## config.mk

```make
export PLATFORM = sky130hd
export DESIGN_NAME = sorted_timer_queue
export DESIGN_NICKNAME = d
export VERILOG_FILES = /design/src/design/stq_pkg.sv /design/src/design/sorted_timer_queue.sv /design/src/design/stq_ram.sv
export SDC_FILE = /design/constraint.sdc
export NUM_CORES = 1
export LEC_CHECK = 0
export ABC_AREA = 0
export BUFFER_PORTS_ARGS = -buffer_cell sky130_fd_sc_hd__buf_2
export CAP_MARGIN = 15
export CORE_MARGIN = 2
export CORE_UTILIZATION = 55
export CTS_CLUSTER_SIZE = 20
export DETAILED_ROUTE_END_ITERATION = 16
export GPL_TIMING_DRIVEN = 0
export PLACE_DENSITY = 0.74
export SLEW_MARGIN = 20
export SYNTH_ARGS = -nofsm -noshare
export SYNTH_HDL_FRONTEND = slang
export SYNTH_SLANG_ARGS = --single-unit
```

## constraint.sdc

```tcl
create_clock -name clk -period 15.8 [get_ports clk]
set_clock_uncertainty 0.05 [all_clocks]
set_input_delay 1.58 -clock clk [delete_from_list [all_inputs] [get_ports clk]]
set_output_delay 1.58 -clock clk [all_outputs]
set_load 0.005 [all_outputs]
```

## src/design/stq_pkg.sv

```systemverilog
`timescale 1ns / 1ps

package stq_pkg;

	localparam int CAPACITY_DEF  = 16;
	localparam int TIME_BITS_DEF = 32;
	localparam int HANDLE_BITS   = 8;

	// operation codes of an input word
	localparam logic [1:0] OP_ADD  = 2'd0;
	localparam logic [1:0] OP_DEL  = 2'd1;
	localparam logic [1:0] OP_TICK = 2'd2;

	typedef enum logic [2:0] {
		KIND_OK       = 3'd0,
		KIND_FULL     = 3'd1,
		KIND_DUP      = 3'd2,
		KIND_NOTFOUND = 3'd3,
		KIND_EXPIRED  = 3'd4
	} kind_t;

	typedef enum logic [3:0] {
		ST_IDLE,
		ST_SCAN,
		ST_DECIDE,
		ST_SHUP,
		ST_INS,
		ST_SHDN,
		ST_TREAD,
		ST_TCHK,
		ST_TFIN,
		ST_EMIT
	} state_t;

endpackage

```

## src/design/sorted_timer_queue.sv

```systemverilog
// Sorted timer queue, entries kept in expiry order in one 1R1W RAM; one item at a time.
// Add/delete: scan the entries, then insert the new entry or move each entry that has to shift.
// Tick: on an empty queue only the time advances; else the head is checked and, per expired
// timer, the entries behind it, if any, are moved down and the head is reread.
// Results leave through an output register; a held word stalls.
// Reset clears the entry count, time counter and handshake state; RAM is not cleared.
`timescale 1ns / 1ps

module sorted_timer_queue
	import stq_pkg::*;
#(
	parameter int CAPACITY  = CAPACITY_DEF,
	parameter int TIME_BITS = TIME_BITS_DEF
) (
	input  logic        clk,
	input  logic        arst_n,
	input  logic        in_valid,
	output logic        in_ready,
	input  logic [1:0]  op,
	input  logic [7:0]  handle,
	input  logic [31:0] delay_ticks,
	output logic        out_valid,
	input  logic        out_ready,
	output logic [2:0]  kind,
	output logic [7:0]  handle_out,
	output logic        last
);

	localparam int AW = (CAPACITY > 1) ? $clog2(CAPACITY) : 1;
	localparam int CW = $clog2(CAPACITY + 1);
	localparam int EW = HANDLE_BITS + TIME_BITS;

	state_t               state_q, state_d;
	logic [AW-1:0]        idx_q, idx_d, fpos_q, fpos_d;
	logic [CW-1:0]        pos_q, pos_d, cnt_q, cnt_d;
	logic                 pos_set_q, pos_set_d, found_q, found_d;
	logic                 have_pend_q, have_pend_d;
	logic [1:0]           op_q, op_d;
	logic [7:0]           hnd_q, hnd_d, pend_q, pend_d;
	logic [TIME_BITS-1:0] exp_q, exp_d, time_q, time_d;
	kind_t                res_q, res_d;
	logic                 ov_q, ov_d, last_q, last_d;
	kind_t                kind_q, kind_d;
	logic [7:0]           ho_q, ho_d;

	logic                 we;
	logic [AW-1:0]        waddr, raddr;
	logic [EW-1:0]        wdata, rdata;
	logic [7:0]           rd_h;
	logic [TIME_BITS-1:0] rd_e;
	logic                 can_emit;

	stq_ram #(.WIDTH(EW), .DEPTH(CAPACITY)) u_ram (
		.clk   (clk),
		.we    (we),
		.waddr (waddr),
		.wdata (wdata),
		.raddr (raddr),
		.rdata (rdata)
	);

	assign rd_h     = rdata[TIME_BITS +: HANDLE_BITS];
	assign rd_e     = rdata[TIME_BITS-1:0];
	assign can_emit = !ov_q || out_ready;

	assign out_valid  = ov_q;
	assign kind       = kind_q;
	assign handle_out = ho_q;
	assign last       = last_q;

	// sequence the scan, shift and drain steps
	always_comb begin
		state_d     = state_q;
		idx_d       = idx_q;
		fpos_d      = fpos_q;
		pos_d       = pos_q;
		cnt_d       = cnt_q;
		pos_set_d   = pos_set_q;
		found_d     = found_q;
		have_pend_d = have_pend_q;
		op_d        = op_q;
		hnd_d       = hnd_q;
		pend_d      = pend_q;
		exp_d       = exp_q;
		time_d      = time_q;
		res_d       = res_q;
		ov_d        = ov_q && !out_ready;
		kind_d      = kind_q;
		ho_d        = ho_q;
		last_d      = last_q;
		we          = 1'b0;
		waddr       = '0;
		wdata       = rdata;
		raddr       = '0;
		in_ready    = 1'b0;
		case (state_q)
			ST_IDLE: begin
				in_ready = 1'b1;
				if (in_valid) begin
					op_d        = op;
					hnd_d       = handle;
					exp_d       = time_q + TIME_BITS'(delay_ticks);
					idx_d       = '0;
					found_d     = 1'b0;
					pos_d       = cnt_q;
					pos_set_d   = 1'b0;
					have_pend_d = 1'b0;
					case (op)
						OP_ADD, OP_DEL: begin
							state_d = (cnt_q == '0) ? ST_DECIDE : ST_SCAN;
						end
						OP_TICK: begin
							time_d  = time_q + 1'b1;
							state_d = (cnt_q == '0) ? ST_IDLE : ST_TCHK;
						end
						default: state_d = ST_IDLE;
					endcase
				end
			end
			ST_SCAN: begin
				if (rd_h == hnd_q && !found_q) begin
					found_d = 1'b1;
					fpos_d  = idx_q;
				end
				if (!pos_set_q && rd_e >= exp_q) begin
					pos_d     = CW'(idx_q);
					pos_set_d = 1'b1;
				end
				if (CW'(idx_q) == cnt_q - 1'b1) begin
					state_d = ST_DECIDE;
				end else begin
					idx_d = idx_q + 1'b1;
					raddr = idx_q + 1'b1;
				end
			end
			ST_DECIDE: begin
				if (op_q == OP_ADD) begin
					if (found_q) begin
						res_d   = KIND_DUP;
						state_d = ST_EMIT;
					end else if (cnt_q == CW'(CAPACITY)) begin
						res_d   = KIND_FULL;
						state_d = ST_EMIT;
					end else if (pos_q == cnt_q) begin
						state_d = ST_INS;
					end else begin
						idx_d   = AW'(cnt_q - 1'b1);
						raddr   = AW'(cnt_q - 1'b1);
						state_d = ST_SHUP;
					end
				end else if (!found_q) begin
					res_d   = KIND_NOTFOUND;
					state_d = ST_EMIT;
				end else if (CW'(fpos_q) == cnt_q - 1'b1) begin
					cnt_d   = cnt_q - 1'b1;
					res_d   = KIND_OK;
					state_d = ST_EMIT;
				end else begin
					idx_d   = fpos_q + 1'b1;
					raddr   = fpos_q + 1'b1;
					state_d = ST_SHDN;
				end
			end
			// move entries up to open the slot
			ST_SHUP: begin
				we    = 1'b1;
				waddr = idx_q + 1'b1;
				if (CW'(idx_q) == pos_q) begin
					state_d = ST_INS;
				end else begin
					idx_d = idx_q - 1'b1;
					raddr = idx_q - 1'b1;
				end
			end
			ST_INS: begin
				we      = 1'b1;
				waddr   = AW'(pos_q);
				wdata   = {hnd_q, exp_q};
				cnt_d   = cnt_q + 1'b1;
				res_d   = KIND_OK;
				state_d = ST_EMIT;
			end
			// move entries down to close the gap
			ST_SHDN: begin
				we    = 1'b1;
				waddr = idx_q - 1'b1;
				if (CW'(idx_q) == cnt_q - 1'b1) begin
					cnt_d = cnt_q - 1'b1;
					if (op_q == OP_TICK) begin
						state_d = ST_TREAD;
					end else begin
						res_d   = KIND_OK;
						state_d = ST_EMIT;
					end
				end else begin
					idx_d = idx_q + 1'b1;
					raddr = idx_q + 1'b1;
				end
			end
			ST_TREAD: begin
				state_d = ST_TCHK;
			end
			// check the head; hold one expired word back to mark the last
			ST_TCHK: begin
				if (rd_e <= time_q) begin
					if (!(have_pend_q && !can_emit)) begin
						if (have_pend_q) begin
							ov_d   = 1'b1;
							kind_d = KIND_EXPIRED;
							ho_d   = pend_q;
							last_d = 1'b0;
						end
						pend_d      = rd_h;
						have_pend_d = 1'b1;
						if (cnt_q == CW'(1)) begin
							cnt_d   = '0;
							state_d = ST_TFIN;
						end else begin
							idx_d   = AW'(1);
							raddr   = AW'(1);
							state_d = ST_SHDN;
						end
					end
				end else begin
					state_d = ST_TFIN;
				end
			end
			ST_TFIN: begin
				if (!have_pend_q) begin
					state_d = ST_IDLE;
				end else if (can_emit) begin
					ov_d        = 1'b1;
					kind_d      = KIND_EXPIRED;
					ho_d        = pend_q;
					last_d      = 1'b1;
					have_pend_d = 1'b0;
					state_d     = ST_IDLE;
				end
			end
			ST_EMIT: begin
				if (can_emit) begin
					ov_d    = 1'b1;
					kind_d  = res_q;
					ho_d    = hnd_q;
					last_d  = 1'b1;
					state_d = ST_IDLE;
				end
			end
			default: state_d = ST_IDLE;
		endcase
	end

	// control state
	always_ff @(posedge clk or negedge arst_n) begin
		if (!arst_n) begin
			state_q     <= ST_IDLE;
			cnt_q       <= '0;
			time_q      <= '0;
			ov_q        <= 1'b0;
			have_pend_q <= 1'b0;
		end else begin
			state_q     <= state_d;
			cnt_q       <= cnt_d;
			time_q      <= time_d;
			ov_q        <= ov_d;
			have_pend_q <= have_pend_d;
		end
	end

	// working registers and output word
	always_ff @(posedge clk) begin
		idx_q     <= idx_d;
		fpos_q    <= fpos_d;
		pos_q     <= pos_d;
		pos_set_q <= pos_set_d;
		found_q   <= found_d;
		op_q      <= op_d;
		hnd_q     <= hnd_d;
		pend_q    <= pend_d;
		exp_q     <= exp_d;
		res_q     <= res_d;
		kind_q    <= kind_d;
		ho_q      <= ho_d;
		last_q    <= last_d;
	end

	a_cnt_bound: assert property (@(posedge clk) disable iff (!arst_n)
		cnt_q <= CW'(CAPACITY))
		else $error("entry count above capacity");

	a_tick_time: assert property (@(posedge clk) disable iff (!arst_n)
		(in_valid && in_ready && op == OP_TICK) |=> time_q == $past(time_q) + 1'b1)
		else $error("tick did not advance time");

	a_status_last: assert property (@(posedge clk) disable iff (!arst_n)
		(ov_q && kind_q != KIND_EXPIRED) |-> last_q)
		else $error("status word without last");

endmodule

```

## src/design/stq_ram.sv

```systemverilog
`timescale 1ns / 1ps

module stq_ram #(
	parameter int WIDTH = 8,
	parameter int DEPTH = 16
) (
	input  logic                     clk,
	input  logic                     we,
	input  logic [$clog2(DEPTH)-1:0] waddr,
	input  logic [WIDTH-1:0]         wdata,
	input  logic [$clog2(DEPTH)-1:0] raddr,
	output logic [WIDTH-1:0]         rdata
);

	logic [WIDTH-1:0] mem [DEPTH];

	// write one entry, register one read
	always_ff @(posedge clk) begin
		if (we) begin
			mem[waddr] <= wdata;
		end
		rdata <= mem[raddr];
	end

endmodule
```

* After elaboration in Yosys (flattened, before gate mapping)
Memories as Yosys holds them, arrays and structs flattened. A register that Yosys moved wholly into a read port is not among the register bits.
Cells that the tools add are included.
** Storage, ports and cells
- Output and inout port bits :: 14
- Memory bits (writable) :: 640
- Memories kept :: 1
- Input bits :: 46
- Logic and storage cells :: 218
- Bits in registers :: 123
** Memory list
- u_ram.mem :: words 16, bits a word 40, rd ports 1, clocked after memory_dff 1, wr ports 1, RTL line stq_ram.sv:15 : logic [WIDTH-1:0] mem [DEPTH];
** Cells by class
- Equality and inequality tests :: 47
- Muxes and demuxes :: 106
- Reductions and logical operators :: 36
- Magnitude comparators :: 2
- $add $sub $neg :: 7
- Bitwise gates (word level) :: 1
** Operators with widths (number)
- 2-to-1 mux 4 bit :: 35
- 2-to-1 mux 8 bit :: 6
- 2-to-1 mux 3 bit :: 15
- 2-to-1 mux 5 bit :: 9
- 2-to-1 mux 40 bit :: 1
- inequality test 2 bit (second input constant) :: 20
- one-hot mux 4 bit (10 select lines) :: 1
- adder 32 x 1 -> 32 bit (second input constant) :: 1
- adder 32 bit :: 1
- >= comparator 32 bit :: 1
- <= comparator 32 bit :: 1
- 2-to-1 mux 1 bit :: 24
- one-hot mux 8 bit (3 select lines) :: 1
- one-hot mux 4 bit (5 select lines) :: 1
- one-hot mux 5 bit (4 select lines) :: 1
- inequality test 3 bit (second input constant) :: 6
- one-hot mux 3 bit (3 select lines) :: 2
- == test 4 x 3 -> 1 bit (second input constant) :: 4
- one-hot mux 4 bit (4 select lines) :: 1
- == test 4 x 5 -> 1 bit :: 3
- AND reduction 5 bit :: 3
- one-hot mux 4 bit (3 select lines) :: 1
- AND reduction 12 bit :: 1
- AND reduction 3 bit :: 4
- 36 further kinds :: 56

* Longest topological paths before layout
- Depth in word-level cells :: 7
- Gate-level depth with buffers :: 15
- Depth with buffers taken out :: 12

* By module
Synthesis repeated with hierarchy kept, for this count alone.
** Second synthesis, totals
- Cell total of the unflattened synthesis :: 2030
- Area, all modules :: 34413.0 um^2
** Modules (own cells, without submodules)
- stq_ram :: cells each 1040, area an instance 25131.6 um^2, sequential area each 20019.2 um^2, times used 1
- sorted_timer_queue :: cells each 990, area an instance 9281.4 um^2, sequential area each 3448.3 um^2, times used 1

* Least setup slack after synthesis
No wires, ideal clock.
- Path type :: flip-flop to flip-flop
- From :: reg idx_q[0]
- To :: mem u_ram.mem[0][0] in the netlist's numbering (enable)
- Path buffers :: 2
- Period minus slack after synthesis :: 4.953 ns
- Path slack :: 10.847 ns
- Stages on the path, launching flop included :: 9
- Data arrival time :: 4.416 ns
- Cell sequence :: edfxtp_1 > clkbuf_1 > inv_1 > ha_1 > clkbuf_1 > o21ai_0 > a22oi_1 > nand2_1 > nor3_1
** Between the ends
- Word-level cells in the longest chain between the ends :: 2
- Elaborated cells on any way between the ends :: 3
- Classes of those cells :: add/sub (2); mux (1)
** Ends and longest elaborated chain
- from (decl) :: RTL line sorted_timer_queue.sv:34 : logic [AW-1:0] idx_q, idx_d, fpos_q, fpos_d;
- from (signal assigned) :: RTL line sorted_timer_queue.sv:272 : idx_q <= idx_d;
- subtractor 4 x 1 -> 4 bit / adder 4 x 1 -> 4 bit (equally long branches) :: RTL line sorted_timer_queue.sv:186, sorted_timer_queue.sv:167
- one-hot mux 4 bit (3 select lines) * :: RTL line sorted_timer_queue.sv:96 : case (state_q)
- to (decl) :: RTL line stq_ram.sv:15
Every way passes the cells marked *; elsewhere a longest branch is shown, timed or not.

* Worst setup path in the final report
- From :: reg time_q[23]
- To :: reg u_ram.rdata[37] (read register of u_ram.mem)
** Between the ends
- Word-level cells in the longest chain between the ends :: 3
** Ends and longest elaborated chain
- from (decl) :: RTL line sorted_timer_queue.sv:40 : logic [TIME_BITS-1:0] exp_q, exp_d, time_q, time_d;
- from (signal assigned) :: RTL line sorted_timer_queue.sv:264 : time_q <= time_d;
- <= comparator 32 bit :: RTL line sorted_timer_queue.sv:205 : if (rd_e <= time_q) begin
- 2-to-1 mux 1 bit :: RTL line sorted_timer_queue.sv:205
- one-hot mux 4 bit (4 select lines) :: RTL line sorted_timer_queue.sv:96
- to (decl) :: RTL line stq_ram.sv:12 : output logic [WIDTH-1:0] rdata
Every way passes these cells.
A chain may end at the register's enable or synchronous reset.

==> flow_summary.yaml <==
outcome:
  status: "finished clean"
synthesis:
  synth_edf_count: 719
  syn_area_um2: 35060
  avgSynthCellArea_um2: 14.82
  synth-async-reset-ratio: 0.05362
  yosysSeqAreaShare: 0.6694
  ys_seq_elements: 802
  ys_types: 78
  ys_warn_count: 0
  synthCells: 2366
  synth_flop_cell: "edfxtp_1"
  syn_nets: 2520
sta:
  fin_tns_setup_ns: 0
  rsz0062_at_grt: "false"
  slew_headroom: 0.2805
  worst_slew_pin_slew_ns: 1.079
  fmax_mhz: 196.7
  hold_violations: 0
  setup_violations: 0
  maxSlewViolCount: 0
  post-route-period-util: 0.3217
  holdWs_ns: 0.4056
  fin_crit_ns: 5.083
power_and_ir_drop:
  p_leak_uw: 0.01518
  p_total_uw: 9576
  p_per_area_nw_per_um2: 239.0
  ir_drop_v: 0.0001500
routing:
  ant_nets: 0
  met3_length_mm: 5.875
  first_iter_violations: 2027
  drt_pass1_iterations: 6
  viasPerCell: 6.116
  drc: 0
  wl_mm: 86.54
  met2_length_mm: 41.30
  routed-via-count: 21190
  route.detailed.wl_per_inst_um: 24.98
  wl_met1_mm: 35.55
  top_layer_used: "met5"
critical_path:
  worstSetupStartpointType: "register"
  worstPathMaxFanout: 10
  critical_path.endpoint_type: "register"
  cp_slowest_stage_delay_ns: 0.55
  cp_data_arrival_time_ns: 5.53
  crit_required_ns: 16.25
  critical_path_class: "register to register"
  worst_path_max_delay_cell: "nor3_1"
  path_cells: "inv_1 -> ha_1 -> nand4_1 -> nor3_1 -> or3b_1 -> a31oi_1 -> nor3_1 -> nor3_1 -> buf_2 -> buf_2 -> buf_2 -> mux2i_1 -> o22ai_1 -> or3_1"
clock_tree:
  clock_path_buffers: 3
  cts_sinks: 802
  cts_tree: "yes"
  cts-root-buf: "clkbuf_16"
  hold_buffers: 0
  clk_pin_slew_ns: 0.06
  cts_setup_buffers: 0
  cts.repair.resized: 0
  insertion_delay_ns: 0.63
  numCtsBuffers: 80
  htreeDepth: 3
floorplanning:
  initial_core_util: 0.5557
  dieArea_um2: 65770
  die_y_um: 256.5
  num_io_pins: 60
  core_area_um2: 63080
  die_w_um: 256.5
  std_cell_rows: 92
cells_and_area:
  fin_area_um2: 40070
  syn_to_final_growth_pct: 14.30
  fin_util: 0.6352
  fin_nets: 2706
  drive_above_1_share: 0.1341
  antenna_cells: 0
  fillers: 4538
placement:
  placed_area_um2: 37360
  gp_congestion: 0.9028
  io_buffers: 59
  dp_hpwl_mm: 60.02
global_route:
  grt_start_max_net_pins: 43
  grtUsageTotal: 0.2618
  first_global_vias: 21170
  grt_pass1_wl_mm: 129.1
  antenna_found_initial: 2
  grt_overflow: 0
min_path:
  worstHoldPathType: "register to register"
flow_run:
  cap_violations: 0
kinds of logic (layout without fill, tap and decap cells):
family,after synthesis,in the layout,synth area share
compound gates,367,367,0.06838
fa+ha+maj,108,108,0.03876
xor+xnor,95,95,0.02473
mux,411,411,0.1178
buf+inv,189,441,0.02423
flops,802,802,0.6694
simple gates,394,394,0.05664
Yosys cell counts, types with 12 or more instances:
cell type | number | area [µm²]
mux2i_1 | 398 | 3984
a21o_1 | 20 | 150.1
nor3_1 | 24 | 120.1
nor2b_1 | 14 | 87.58
mux2_2 | 12 | 135.1
dfrtp_1 | 43 | 1076
nand2_1 | 119 | 446.7
o211ai_1 | 12 | 90.09
nand3_1 | 29 | 145.1
ha_1 | 107 | 1339
nand2b_1 | 13 | 81.33
a22o_1 | 40 | 350.3
o21ai_0 | 81 | 405.4
clkbuf_1 | 43 | 161.4
or3_1 | 47 | 294.0
edfxtp_1 | 719 | 21590
xor2_1 | 22 | 192.7
buf_2 | 40 | 200.2
nor2_1 | 75 | 281.5
inv_1 | 84 | 315.3
dfxtp_1 | 40 | 800.8
nand4_1 | 22 | 137.6
o22ai_1 | 80 | 500.5
xnor2_1 | 70 | 613.1
a21oi_1 | 65 | 325.3
critical path, delay by kind of cell (launching register included):
family                   cells  cell delay (ns)
AND/OR/NAND/NOR              6             1.91
buffers and inverters        4             1.26
AO/OA/AOI/OAI                2             0.68
flip-flops                   1             0.43
adder cells (fa/ha/maj)      1             0.32
multiplexers                 1             0.32
state kept, by name, summed over array words and instances (netlist names), 2 cells and up:
name / count
cnt_q: 5
exp_q: 32
fpos_q: 4
handle_out: 8
hnd_q: 8
idx_q: 4
kind: 3
op_q: 2
pend_q: 8
pos_q: 5
res_q: 2
state_q: 4
time_q: 32
u_ram.mem: 640
u_ram.rdata: 40
final cells by class:
type                       count  area (µm²)  share of cell area
buffer                       102       523.0             0.01305
clock buffer                  98        2141             0.05343
clock inverter                50       568.0             0.01418
inverter                      87       326.6            0.008150
multi-input combinational   1375       10870              0.2712
sequential                   802       23470              0.5856
tap                          846        1059             0.02642
timing repair buffer         104        1119             0.02791
stage by stage:
step / worst slack (ns) / std cells
after floorplan: 10.85 / 2366
after detailed placement: 10.85 / 3316
final: 10.72 / 3464
after global placement: 7.236 / 3271
after CTS: 10.79 / 3464
after global routing: 10.62 / 3464
layout by cell type (no fill, tap or decap), types with 8 or more instances in the layout:
cell type,instances
a22o_1,40
o211ai_1,12
nand2_1,119
bufinv_16,10
nor2_1,60
o22ai_1,80
nand4_1,22
buf_6,8
buf_12,19
mux2i_1,398
o21ai_0,49
nand3_1,29
clkbuf_16,81
nor2_4,16
inv_1,84
edfxtp_1,719
mux2_2,12
xnor2_1,70
buf_4,21
a21o_1,20
or3_1,47
ha_1,107
nor2b_1,14
dfrtp_1,43
buf_16,12
nor3_1,22
nand2b_1,13
clkbuf_1,55
and2_1,9
dfxtp_1,40
buf_2,99
clkinv_2,19
o21ai_1,33
xor2_1,22
a21oi_1,65
a31oi_1,9
worst paths after layout:
| path | start | endpoint | slack (ns) | cells past startpoint |
|---|---|---|---|---|
| min reg2reg | idx_q[2]$_DFFE_PP_ | fpos_q[2]$_DFFE_PP_ | 0.41 | 0 |
| max in group asynchronous | arst_n | time_q[26]$_DFFE_PN0P_ | 14.26 | 2 |
| max reg2reg | time_q[23]$_DFFE_PN0P_ | u_ram.rdata[37]$_DFF_P_ | 10.72 | 14 |
| min | idx_q[2]$_DFFE_PP_ | fpos_q[2]$_DFFE_PP_ | 0.41 | 0 |
| min in group asynchronous | arst_n | have_pend_q$_DFFE_PN0P_ | 0.87 | 1 |
| max | time_q[23]$_DFFE_PN0P_ | u_ram.rdata[37]$_DFF_P_ | 10.72 | 14 |
power by group:
| group | internal (µW) | switching [µW] |
|---|---|---|
| clock network | 1140 | 806 |
| registers | 3180 | 186 |
| logic | 1590 | 2670 |
per-layer routing:
| metal | vias up | GRT usage |
|---|---|---|
| li1 | 9448 | - |
| met1 | 10640 | 0.3479 |
| met2 | 895 | 0.4284 |
| met3 | 197 | 0.04369 |
| met4 | 2 | 0.1135 |
| met5 | - | 0 |
No activity file was read; power rests on OpenSTA's default activity.
